--- config.mk ---
export PLATFORM = sky130hd
export DESIGN_NAME = thri_div
export DESIGN_NICKNAME = d
export VERILOG_FILES = /design/src/rtl/core/thri_pkg.sv /design/src/rtl/core/thri_div.sv
export SDC_FILE = /design/constraint.sdc
export NUM_CORES = 1
export LEC_CHECK = 0
export BUFFER_PORTS_ARGS = -buffer_cell sky130_fd_sc_hd__buf_2
export CAP_MARGIN = 25
export CORE_MARGIN = 2
export CORE_UTILIZATION = 45
export CTS_CLUSTER_DIAMETER = 40
export DETAILED_ROUTE_END_ITERATION = 10
export PLACE_DENSITY = 0.66
export SLEW_MARGIN = 40
export SYNTH_ARGS = -nofsm -noshare
export SYNTH_HDL_FRONTEND = slang
export SYNTH_SLANG_ARGS = --single-unit
export TNS_END_PERCENT = 5
--- constraint.sdc ---
create_clock -name i_clk -period 6.1 [get_ports i_clk]
set_input_delay 0.61 -clock i_clk [delete_from_list [all_inputs] [get_ports i_clk]]
set_output_delay 0.61 -clock i_clk [all_outputs]
set_load 0.02 [all_outputs]
--- src/rtl/core/thri_pkg.sv ---
// shared types, codes and constants for the timed history ring interpolator
package thri_pkg;

    // default sizes of the stores
    localparam int MAX_SNAPSHOTS_DEF = 8;
    localparam int MAX_VECTOR_DEF    = 16;

    // register reset values
    localparam int VEC_LEN_RST = 16;
    localparam int DEPTH_RST   = 8;

    // fixed field widths
    localparam int VL_W    = 5;
    localparam int DL_W    = 4;
    localparam int CNT_W   = 4;
    localparam int ALPHA_W = 17;
    localparam int FRAC_W  = 16;

    // register bus
    localparam int PADDR_W = 4;
    localparam int PDATA_W = 32;

    // register indexes
    typedef enum logic [1:0] {
        REG_VEC_LEN = 2'd0,
        REG_DEPTH   = 2'd1,
        REG_INTERP  = 2'd2,
        REG_NONE    = 2'd3
    } t_reg_idx;

    // commands
    typedef enum logic [2:0] {
        CMD_PUSH   = 3'd0,
        CMD_POP    = 3'd1,
        CMD_CLEAR  = 3'd2,
        CMD_READ   = 3'd3,
        CMD_FIND   = 3'd4,
        CMD_INTERP = 3'd5,
        CMD_RSV6   = 3'd6,
        CMD_RSV7   = 3'd7
    } t_cmd;

    // result status codes
    typedef enum logic [2:0] {
        ST_OK       = 3'd0,
        ST_RANGE    = 3'd1,
        ST_EMPTY    = 3'd2,
        ST_DISABLED = 3'd3,
        ST_TOO_FEW  = 3'd4,
        ST_OUTSIDE  = 3'd5,
        ST_SIZE     = 3'd6,
        ST_RSV7     = 3'd7
    } t_status;

    // input beat
    typedef struct packed {
        logic [2:0]         command;
        logic signed [31:0] time_value;
        logic [30:0]        tolerance;
        logic [2:0]         steps_back;
        logic signed [31:0] element_value;
        logic               last_element;
    } t_in_beat;

    // result beat
    typedef struct packed {
        logic [2:0]         status;
        logic signed [31:0] sample_value;
        logic signed [31:0] snapshot_time;
        logic [2:0]         found_index;
        logic               found;
        logic [3:0]         held_count;
        logic               last_result;
    } t_out_beat;

    // divider request
    typedef struct packed {
        logic        start;
        logic [31:0] num;
        logic [31:0] den;
    } t_div_req;

endpackage

--- src/rtl/core/thri_div.sv ---
// iterative restoring divider for the interpolation weight, one quotient bit a cycle
module thri_div import thri_pkg::*; (
    input  logic               i_clk,
    input  logic               i_rst_n,
    input  t_div_req           i_req,
    output logic               o_done,
    output logic [ALPHA_W-1:0] o_quot
);

    localparam int CW = $clog2(ALPHA_W + 1);

    logic [32:0]        r_rem;
    logic [31:0]        r_den;
    logic [ALPHA_W-1:0] r_quot;
    logic [CW-1:0]      r_cnt;
    logic               r_done;
    logic               ge;
    logic [32:0]        n_rem;

    // one compare and subtract step
    always_comb begin
        ge    = r_rem >= {1'b0, r_den};
        n_rem = ge ? (r_rem - {1'b0, r_den}) : r_rem;
    end

    // bit sequencer
    always_ff @(posedge i_clk) begin
        if (!i_rst_n) begin
            r_cnt  <= '0;
            r_done <= 1'b0;
        end else begin
            r_done <= 1'b0;
            if (i_req.start) begin
                r_cnt <= CW'(ALPHA_W);
            end else if (r_cnt != '0) begin
                r_cnt <= r_cnt - 1'b1;
                if (r_cnt == CW'(1)) begin
                    r_done <= 1'b1;
                end
            end
        end
    end

    // datapath
    always_ff @(posedge i_clk) begin
        if (i_req.start) begin
            r_rem  <= {1'b0, i_req.num};
            r_den  <= i_req.den;
            r_quot <= '0;
        end else if (r_cnt != '0) begin
            r_rem  <= {n_rem[31:0], 1'b0};
            r_quot <= {r_quot[ALPHA_W-2:0], ge};
        end
    end

    assign o_done = r_done;
    assign o_quot = r_quot;

endmodule

==> impl_metrics.py, run 1 <==
metrics = {
    "outcome": {
        "outcome": "complete, no violations",
    },
    "route": {
        "num_vias": 4299,
        "routed_via_density": 5.512,
        "wirelength_mm": 12.08,
        "wl_per_cell_um": 15.49,
        "drt-initial-drc-count": 245,
        "ant_nets": 0,
        "dr.pass1.iters": 4,
        "drc": 0,
    },
    "synth": {
        "synthCells": 552,
        "ys_seq_area_share_pct": 43.44,
        "yosys.area.top_type_share_pct": 34.75,
        "yosysTopAreaCell": "edfxtp_1",
        "synthArstFlopShare_pct": 0,
        "synth_enable_flop_cells": 64,
        "synth_area_per_cell_um2": 10.02,
        "synth_ff_type": "edfxtp_1",
        "synth_nets": 655,
        "synth_area_leaders": "edfxtp_1 35%, dfxtp_1 8.7%, ha_1 7.9%",
        "synth.distinct_cells": 67,
        "syn-cell-area_mm2": 0.005530,
        "ys_ff_latch": 88,
        "yosysWarnings": 0,
    },
    "power": {
        "clockPowerShare_pct": 16.5,
        "p_int_w": 0.002011,
        "pwr-share-seq_pct": 27.5,
        "vdd_drop_max_mv": 0.2825,
        "power.switching_w": 0.001343,
        "leakage_nw": 2.713,
        "p_sw_share_pct": 40.04,
        "p_per_area_mw_per_mm2": 527.6,
        "pwr-share-comb_pct": 55.9,
    },
    "clock_tree": {
        "cts-resized-gates": 0,
        "htreeDepth": 3,
        "clock_path_buffers": 2,
        "cts_tree": "done",
        "cts-root-buf": "clkbuf_16",
        "clk_latency_ns": 0.36,
        "cts_sinks": 88,
        "hold_buffers": 0,
        "cts_buffers": 9,
        "clkTransAtPathRegs_ns": 0.07,
        "cts_setup_buffers": 0,
    },
    "die": {
        "die_w_um": 114.9,
        "coreArea_mm2": 0.01201,
        "dieHeight_um": 114.9,
        "initial_core_util_pct": 46.04,
        "row_count": 40,
        "ios": 85,
        "dieArea_mm2": 0.01319,
    },
    "sta": {
        "min_period_over_period_pct": 55.70,
        "skew_ns": 0.01237,
        "setup_violations": 0,
        "max_freq_ghz": 0.2943,
        "layout_min_cycle_time_ns": 3.398,
        "hold_viol": 0,
        "report.final.slew_viol_count": 0,
        "slew_headroom_pct": 50.85,
        "setup_slack_ns": 2.702,
        "tightestPinTransition_ns": 0.7372,
        "tns_ns": 0,
        "rsz0062_at_grt": "false",
    },
    "place": {
        "gp_congestion": 0.9286,
        "place_ws_ns": 2.727,
        "detailed_place_hpwl_mm": 8.704,
        "dp_cells": 764,
        "port_buffers": 84,
    },
    "setup_path": {
        "cp-start-kind": "flop",
        "crit_type": "flop to flop",
        "cp.required_ns": 6.21,
        "critPathArrivalTime_ns": 3.51,
        "path_cells": "ha_1 > a21o_1 > a21oi_1 > nand3b_1 > a32oi_1 > o2111ai_4 > nand2_1 > a311oi_1 > a211o_1",
        "end_kind": "flop",
        "max_stage_delay_ns": 0.59,
        "critPathMaxFanout": 17,
        "cp_slowest_cell": "nand2_1",
    },
    "cells_and_area": {
        "finalNetCount": 731,
        "diodes": 0,
        "stdcell_count": 780,
        "area_delta_synth_final_pct": 14.93,
        "drive_gt1_share_pct": 22.27,
    },
    "global_routing": {
        "grt_pass1_vias": 4184,
        "overflow": 0,
        "grt_pass1_wl_mm": 19.57,
        "grt_max_degree": 88,
        "antenna_found_initial": 0,
        "grt_use_total_pct": 18.75,
    },
    "job": {
        "drv_cap": 0,
    },
    "worst_hold_path": {
        "hold_path_class": "primary input to flop",
    },
}
==> sequential cells by signal, indices dropped and copies added (netlist names) <==
name	count
r_rem	33
o_quot	17
r_den	32
o_done	1
r_cnt	5
==> through the flow <==
step	util (%)	instance area [µm²]	power, W	hold slack (ns)
floorplan	-	5530	0.002450	0.4864
global placement	50.40	6053	0.002749	0.4380
detailed placement	50.43	6057	0.002796	0.4456
CTS	52.92	6356	0.003368	0.4097
global route	52.92	6356	0.003603	0.4133
finish	52.92	6356	0.003354	0.4233
==> layout make-up <==
class                   instances  area [µm²]
clock buffers                  11       254.0
repair buffers                 86       441.7
clock inverters                 5       45.04
flip-flops and latches         88        2402
fillers                      1113        5655
inverters                      42       157.7
well taps                     147       183.9
multi-input cells             401        2872
==> cell families (layout without fill, tap and decap cells) <==
| kind of cell | Yosys count | after routing | synth area share (%) |
|---|---|---|---|
| mux | 36 | 36 | 8.122 |
| fa+ha+maj | 36 | 36 | 8.281 |
| compound gates | 143 | 143 | 17.24 |
| flops | 88 | 88 | 43.44 |
| simple gates | 163 | 163 | 14.64 |
| xor+xnor | 23 | 23 | 3.643 |
| buf+inv | 63 | 144 | 4.638 |
==> synthesized netlist by cell type, types with 7 or more instances <==
cell type / count
a21oi_1: 55
ha_1: 35
a21o_1: 15
nand3_1: 9
dfxtp_1: 24
edfxtp_1: 64
xor2_1: 8
mux2_2: 18
nor2b_1: 11
mux2_4: 13
nand2_1: 60
a211oi_1: 7
nor2_1: 30
o21ai_0: 10
clkbuf_1: 12
inv_1: 42
nor3_1: 11
xnor2_1: 15
==> critical path: cells and delay by family (launching register included) <==
family                   cells  cell delay [ns]
AO/OA/AOI/OAI                6             1.54
AND/OR/NAND/NOR              2             0.84
flip-flops                   1             0.39
adder cells (fa/ha/maj)      1             0.38
==> placed cells by master (no fill, tap or decap), drive strengths merged, types with 5 or more instances in the layout <==
master	count
o31ai	5
a21o	15
nor4b	6
o21ai	17
clkbuf	11
buf	86
mux2	32
a21boi	5
nor2	30
nor2b	11
dfxtp	24
o21a	5
xor2	8
and2	6
nand3	9
xnor2	15
ha	35
nor3	11
nand3b	5
edfxtp	64
inv	45
nand2	60
a21oi	56
a211oi	7
==> metal layers <==
metal	vias up	global-route usage (%)	share of wire, %
li1	2171	-	-
met1	2009	24.56	47
met2	108	30.31	46
met3	11	5.166	5.3
met4	0	5.944	1.3
met5	-	0	0
==> final timing paths <==
kind	slack [ns]	end	cells past startpoint	start
hold / removal	0.42	r_den[19]$_DFFE_PP_	1	i_req[19]
setup / recovery	2.70	r_rem[18]$_DFFE_PP_	9	r_rem[3]$_DFFE_PP_
hold reg to reg	0.46	o_quot[16]$_SDFFE_PP0P_	2	o_quot[16]$_SDFFE_PP0P_
setup reg to reg	2.70	r_rem[18]$_DFFE_PP_	9	r_rem[3]$_DFFE_PP_
==> power groups by stage <==
stage | registers, W | logic [W] | clock network (W)
floorplan | 0.000915 | 0.00153 | 0
global placement | 0.000933 | 0.00182 | 0
detailed placement | 0.000934 | 0.00186 | 0
CTS | 0.000924 | 0.00187 | 0.000571
global route | 0.000940 | 0.00207 | 0.000597
finish | 0.000924 | 0.00188 | 0.000554
No activity file was read; power rests on OpenSTA's default activity.
==> run 2, diff against run 1 <==
Settings changed: PLACE_DENSITY 0.66 to 0.68.
Clock period 6.1 ns to 3 ns, I/O delays scaled along.
==> impl_metrics.py, run 2 (synthesized netlist as in run 1, its figures left out) <==
metrics = {
    "route": {
        "routed_via_density": 5.509,
        "drc": 0,
        "wirelength_mm": 13.08,
        "ant_nets": 0,
        "num_vias": 4528,
        "wl_per_cell_um": 15.91,
        "drt-initial-drc-count": 209,
        "dr.pass1.iters": 5,
    },
    "clock_tree": {
        "cts_sinks": 88,
        "hold_buffers": 0,
        "cts-root-buf": "clkbuf_16",
        "htreeDepth": 3,
        "clk_latency_ns": 0.36,
        "cts_buffers": 9,
        "cts_tree": "done",
        "clkTransAtPathRegs_ns": 0.07,
        "clock_path_buffers": 2,
        "cts_setup_buffers": 0,
    },
    "sta": {
        "rsz0062_at_grt": "true",
        "slew_headroom_pct": 51.69,
        "setup_slack_ns": 0.01477,
        "report.final.slew_viol_count": 0,
        "max_freq_ghz": 0.3350,
        "tns_ns": 0,
        "layout_min_cycle_time_ns": 2.985,
        "tightestPinTransition_ns": 0.7228,
        "min_period_over_period_pct": 99.51,
        "hold_viol": 0,
        "skew_ns": 0.007936,
        "holdWs_ns": 0.1121,
        "setup_violations": 0,
    },
    "cells_and_area": {
        "final_core_util_pct": 56.76,
        "area_delta_synth_final_pct": 23.28,
        "drive_gt1_share_pct": 30.67,
        "mostFrequentLayoutCells": "83 x buf_2, 64 x edfxtp_1, 59 x nand2_1",
        "final_common_cell": "buf_2",
        "largest_reg_flops": 33,
        "largest_register": "r_rem",
        "design_area_mm2": 0.006818,
        "finalNetCount": 773,
        "diodes": 0,
    },
    "die": {
        "dieHeight_um": 114.9,
        "dieArea_mm2": 0.01319,
        "die_w_um": 114.9,
        "initial_core_util_pct": 46.04,
        "coreArea_mm2": 0.01201,
        "row_count": 40,
        "ios": 85,
    },
    "global_routing": {
        "grt_pass1_vias": 4395,
        "grtUsageMet3_pct": 4.481,
        "overflow": 0,
        "use_met1_pct": 26.51,
        "grt_max_degree": 71,
        "busiest_layer": "met2",
        "grt_use_total_pct": 20.29,
        "met2_usage_pct": 33.33,
        "grt_pass1_wl_mm": 21.09,
        "antenna_found_initial": 0,
    },
    "place": {
        "detailed_place_hpwl_mm": 9.441,
        "gp_congestion": 0.8633,
        "place_ws_ns": -0.1372,
        "port_buffers": 84,
        "place_area_mm2": 0.006366,
    },
    "job": {
        "drv_cap": 0,
    },
    "worst_hold_path": {
        "hold_path_class": "primary input to flop",
    },
    "power": {
        "leakage_nw": 2.933,
        "p_per_area_mw_per_mm2": 1111,
        "vdd_drop_max_mv": 0.5157,
    },
    "setup_path": {
        "path_cells": "inv_1 > ha_1 > inv_1 > fa_2 > a211oi_2 > o21ai_2 > o211ai_1 > buf_4 > a2111o_1 > a211oi_2 > or4_1 > nand3_2 > a21oi_1",
        "cp_slowest_cell": "or4_1",
        "cp-start-kind": "flop",
        "critPathMaxFanout": 4,
        "max_stage_delay_ns": 0.51,
        "cp.required_ns": 3.11,
        "critPathArrivalTime_ns": 3.09,
        "end_kind": "flop",
        "crit_type": "flop to flop",
    },
    "outcome": {
        "outcome": "complete, no violations",
    },
}
-- run 2: changes by cell type in the layout (fill, tap and decap cells not counted), moves of 2 or more --
cell	previous run	this run
buf_12	0	2
ha_2	0	4
ha_1	35	28
a21oi_1	55	53
o21ai_2	1	3
ha_4	0	3
a211oi_2	0	2
nor4b_2	0	2
nor4b_1	6	4
buf_4	2	41
a211oi_1	7	5
-- run 2: path summary, 6_finish.rpt --
| kind | startpoint | endpoint | slack, ns | depth (start not counted) |
|---|---|---|---|---|
| hold / removal | i_req[1] | r_den[1]$_DFFE_PP_ | 0.11 | 1 |
| hold reg to reg | o_quot[16]$_SDFFE_PP0P_ | o_quot[16]$_SDFFE_PP0P_ | 0.46 | 2 |
| setup / recovery | r_rem[0]$_SDFFCE_PN0P_ | r_rem[29]$_DFFE_PP_ | 0.01 | 13 |
| setup reg to reg | r_rem[0]$_SDFFCE_PN0P_ | r_rem[29]$_DFFE_PP_ | 0.01 | 13 |
-- run 2: layout make-up --
class                           count  area, µm²
Timing Repair Buffer              127      778.2
Inverter                           42      157.7
Sequential cell                    88       2402
Fill cell                        1063       5194
Tap cell                          147      183.9
Clock inverter                      7      60.06
Multi-Input combinational cell    402       3010
Clock buffer                        9      225.2
-- run 2: worst max-delay path: cells and delay by family (launching register included) --
kind / cells / cell delay [ns]
fa+ha+maj: 2 / 0.53
buf+inv: 3 / 0.31
simple gates: 2 / 0.61
flops: 1 / 0.39
compound gates: 6 / 0.87
-- run 2: through the flow --
step	total power, W	cells
2_1_floorplan	0.004981	552
3_3_place_gp	0.006108	804
3_5_place_dp	0.006187	804
4_1_cts	0.007360	820
5_1_grt	0.008116	822
6_report	0.007572	822
-- run 2: what timing repair did --
action	in CTS	in global routing
gates resized for setup	7	21
setup endpoints to repair	22	28
pin swaps	4	9
cloned	0	1
-- run 2: power breakdown --
| part | switching (W) | leakage [nW] | internal, W |
|---|---|---|---|
| logic | 0.00230 | 1.95 | 0.00228 |
| clock network | 0.000528 | 0.143 | 0.000578 |
| registers | 0.000193 | 0.839 | 0.00170 |
-- run 2: routing by layer --
metal  vias to the layer above  wire, µm
li1                       2259         -
met3                        13       652
met5                         -         0
met1                      2150      6102
met2                       106      6121
met4                         0       205
==> run 3, diff against run 2 <==
==> constraint.sdc (replaced) <==
create_clock -name i_clk -period 3 [get_ports i_clk]
set_input_delay 0.15 -clock i_clk [delete_from_list [all_inputs] [get_ports i_clk]]
set_output_delay 0.15 -clock i_clk [all_outputs]
set_load 0.02 [all_outputs]
==> impl_metrics.py, run 3 (synthesized netlist as in run 1, its figures left out) <==
metrics = {
    "global_routing": {
        "grt_pass1_vias": 4698,
        "antenna_found_initial": 0,
        "grt_pass1_wl_mm": 22.17,
        "grt_use_total_pct": 21.23,
        "grt_max_degree": 58,
        "overflow": 0,
    },
    "die": {
        "ios": 85,
        "coreArea_mm2": 0.01201,
        "row_count": 40,
        "dieArea_mm2": 0.01319,
        "dieHeight_um": 114.9,
        "initial_core_util_pct": 46.04,
        "die_w_um": 114.9,
    },
    "cells_and_area": {
        "final_core_util_pct": 59.51,
        "final_common_cell": "buf_2",
        "mostFrequentLayoutCells": "83 x buf_2, 64 x edfxtp_1, 60 x nand2_1",
        "diodes": 0,
        "largest_reg_flops": 33,
        "largest_register": "r_rem",
        "drive_gt1_share_pct": 29.30,
        "area_delta_synth_final_pct": 29.25,
        "finalNetCount": 808,
        "design_area_mm2": 0.007148,
    },
    "sta": {
        "report.final.slew_viol_count": 0,
        "tns_ns": 0,
        "setup_violations": 0,
        "tightestPinTransition_ns": 0.6854,
        "min_period_over_period_pct": 99.89,
        "skew_ns": 0.01131,
        "slew_headroom_pct": 54.30,
        "layout_min_cycle_time_ns": 2.997,
        "rsz0062_at_grt": "true",
        "holdWs_ns": 0.07078,
        "max_freq_ghz": 0.3337,
        "hold_viol": 0,
    },
    "clock_tree": {
        "htreeDepth": 3,
        "cts_sinks": 88,
        "clk_latency_ns": 0.35,
        "cts_tree": "done",
        "clock_path_buffers": 2,
        "cts_buffers": 9,
        "clkTransAtPathRegs_ns": 0.07,
        "cts-root-buf": "clkbuf_16",
    },
    "power": {
        "total_power_w": 0.007662,
        "vdd_drop_max_mv": 0.5628,
        "power.switching_w": 0.003035,
        "pwr-share-comb_pct": 60.1,
        "p_per_area_mw_per_mm2": 1072,
        "leakage_nw": 3.085,
        "p_int_w": 0.004626,
        "clockPowerShare_pct": 15.1,
        "p_sw_share_pct": 39.62,
        "pwr-share-seq_pct": 24.8,
    },
    "route": {
        "routed_via_density": 5.417,
        "num_vias": 4642,
        "dr.pass1.iters": 4,
        "drc": 0,
        "wirelength_mm": 13.48,
        "drt-initial-drc-count": 260,
        "ant_nets": 0,
        "wl_per_cell_um": 15.73,
    },
    "setup_path": {
        "cp-start-kind": "flop",
        "critPathMaxFanout": 3,
        "crit_type": "flop to flop",
        "cp.required_ns": 3.10,
        "end_kind": "flop",
        "critPathArrivalTime_ns": 3.09,
    },
    "place": {
        "gp_congestion": 0.8796,
        "place_area_mm2": 0.006369,
        "detailed_place_hpwl_mm": 9.532,
        "port_buffers": 84,
    },
    "outcome": {
        "outcome": "complete, no violations",
    },
    "worst_hold_path": {
        "hold_path_class": "primary input to flop",
    },
    "job": {
        "drv_cap": 0,
    },
}
[run 3: path summary, 6_finish.rpt]
kind / start / to / slack [ns] / depth (start not counted)
max reg2reg: r_rem[0]$_SDFFCE_PN0P_ / r_rem[19]$_DFFE_PP_ / 0.003 / 13
max: r_rem[0]$_SDFFCE_PN0P_ / r_rem[19]$_DFFE_PP_ / 0.003 / 13
min reg2reg: o_quot[16]$_SDFFE_PP0P_ / o_quot[16]$_SDFFE_PP0P_ / 0.45 / 2
min: i_rst_n / r_cnt[1]$_SDFFE_PP0P_ / 0.07 / 3
[run 3: power by group through the flow]
stage	Sequential, W	Combinational [W]	Clock [W]
detailed placement	0.00191	0.00426	0
global route	0.00193	0.00503	0.00123
global placement	0.00189	0.00419	0
CTS	0.00190	0.00443	0.00118
finish	0.00190	0.00461	0.00116
floorplan	0.00186	0.00312	0
[run 3: routing by layer]
| metal | routed length (µm) | global-route usage [%] | part of all wire (%) |
|---|---|---|---|
| met1 | 6222 | 26.73 | 46 |
| met2 | 6398 | 36.43 | 47 |
| met3 | 627 | 4.375 | 4.7 |
| met4 | 234 | 7.149 | 1.7 |
| met5 | 0 | 0 | 0 |
[run 3: what timing repair did]
action / in CTS / in global routing
pin swaps: 5 / 5
buffers inserted: 1 / 0
cloned: 1 / 1
setup endpoints to repair: 20 / 29
hold buffers: 32 / 0
hold endpoints to repair: 32 / 0
gates resized for setup: 9 / 15
[run 3: metrics by stage]
step	setup slack (ns)	cells
floorplan	0.07833	552
global placement	-0.07187	806
detailed placement	-0.1319	806
CTS	-0.01884	856
global route	-0.1310	857
finish	0.003184	857
[run 3: cell type report]
| cell class | instances | area [µm²] |
|---|---|---|
| Fill cell | 1043 | 4863 |
| Timing Repair Buffer | 161 | 1081 |
| Multi-Input combinational cell | 403 | 3015 |
| Sequential cell | 88 | 2402 |
| Clock inverter | 5 | 43.79 |
| Clock buffer | 11 | 264.0 |
| Inverter | 42 | 157.7 |
| Tap cell | 147 | 183.9 |
[run 3: critical path: stages, from the launching register on]
cell	delay [ns]
edfxtp_1	0.39
inv_1	0.07
ha_1	0.16
inv_1	0.06
fa_2	0.37
a211oi_2	0.22
o21ai_2	0.09
o211ai_1	0.27
buf_4	0.18
a31oi_1	0.12
buf_4	0.18
xnor2_1	0.13
mux2_4	0.26
mux2_2	0.26
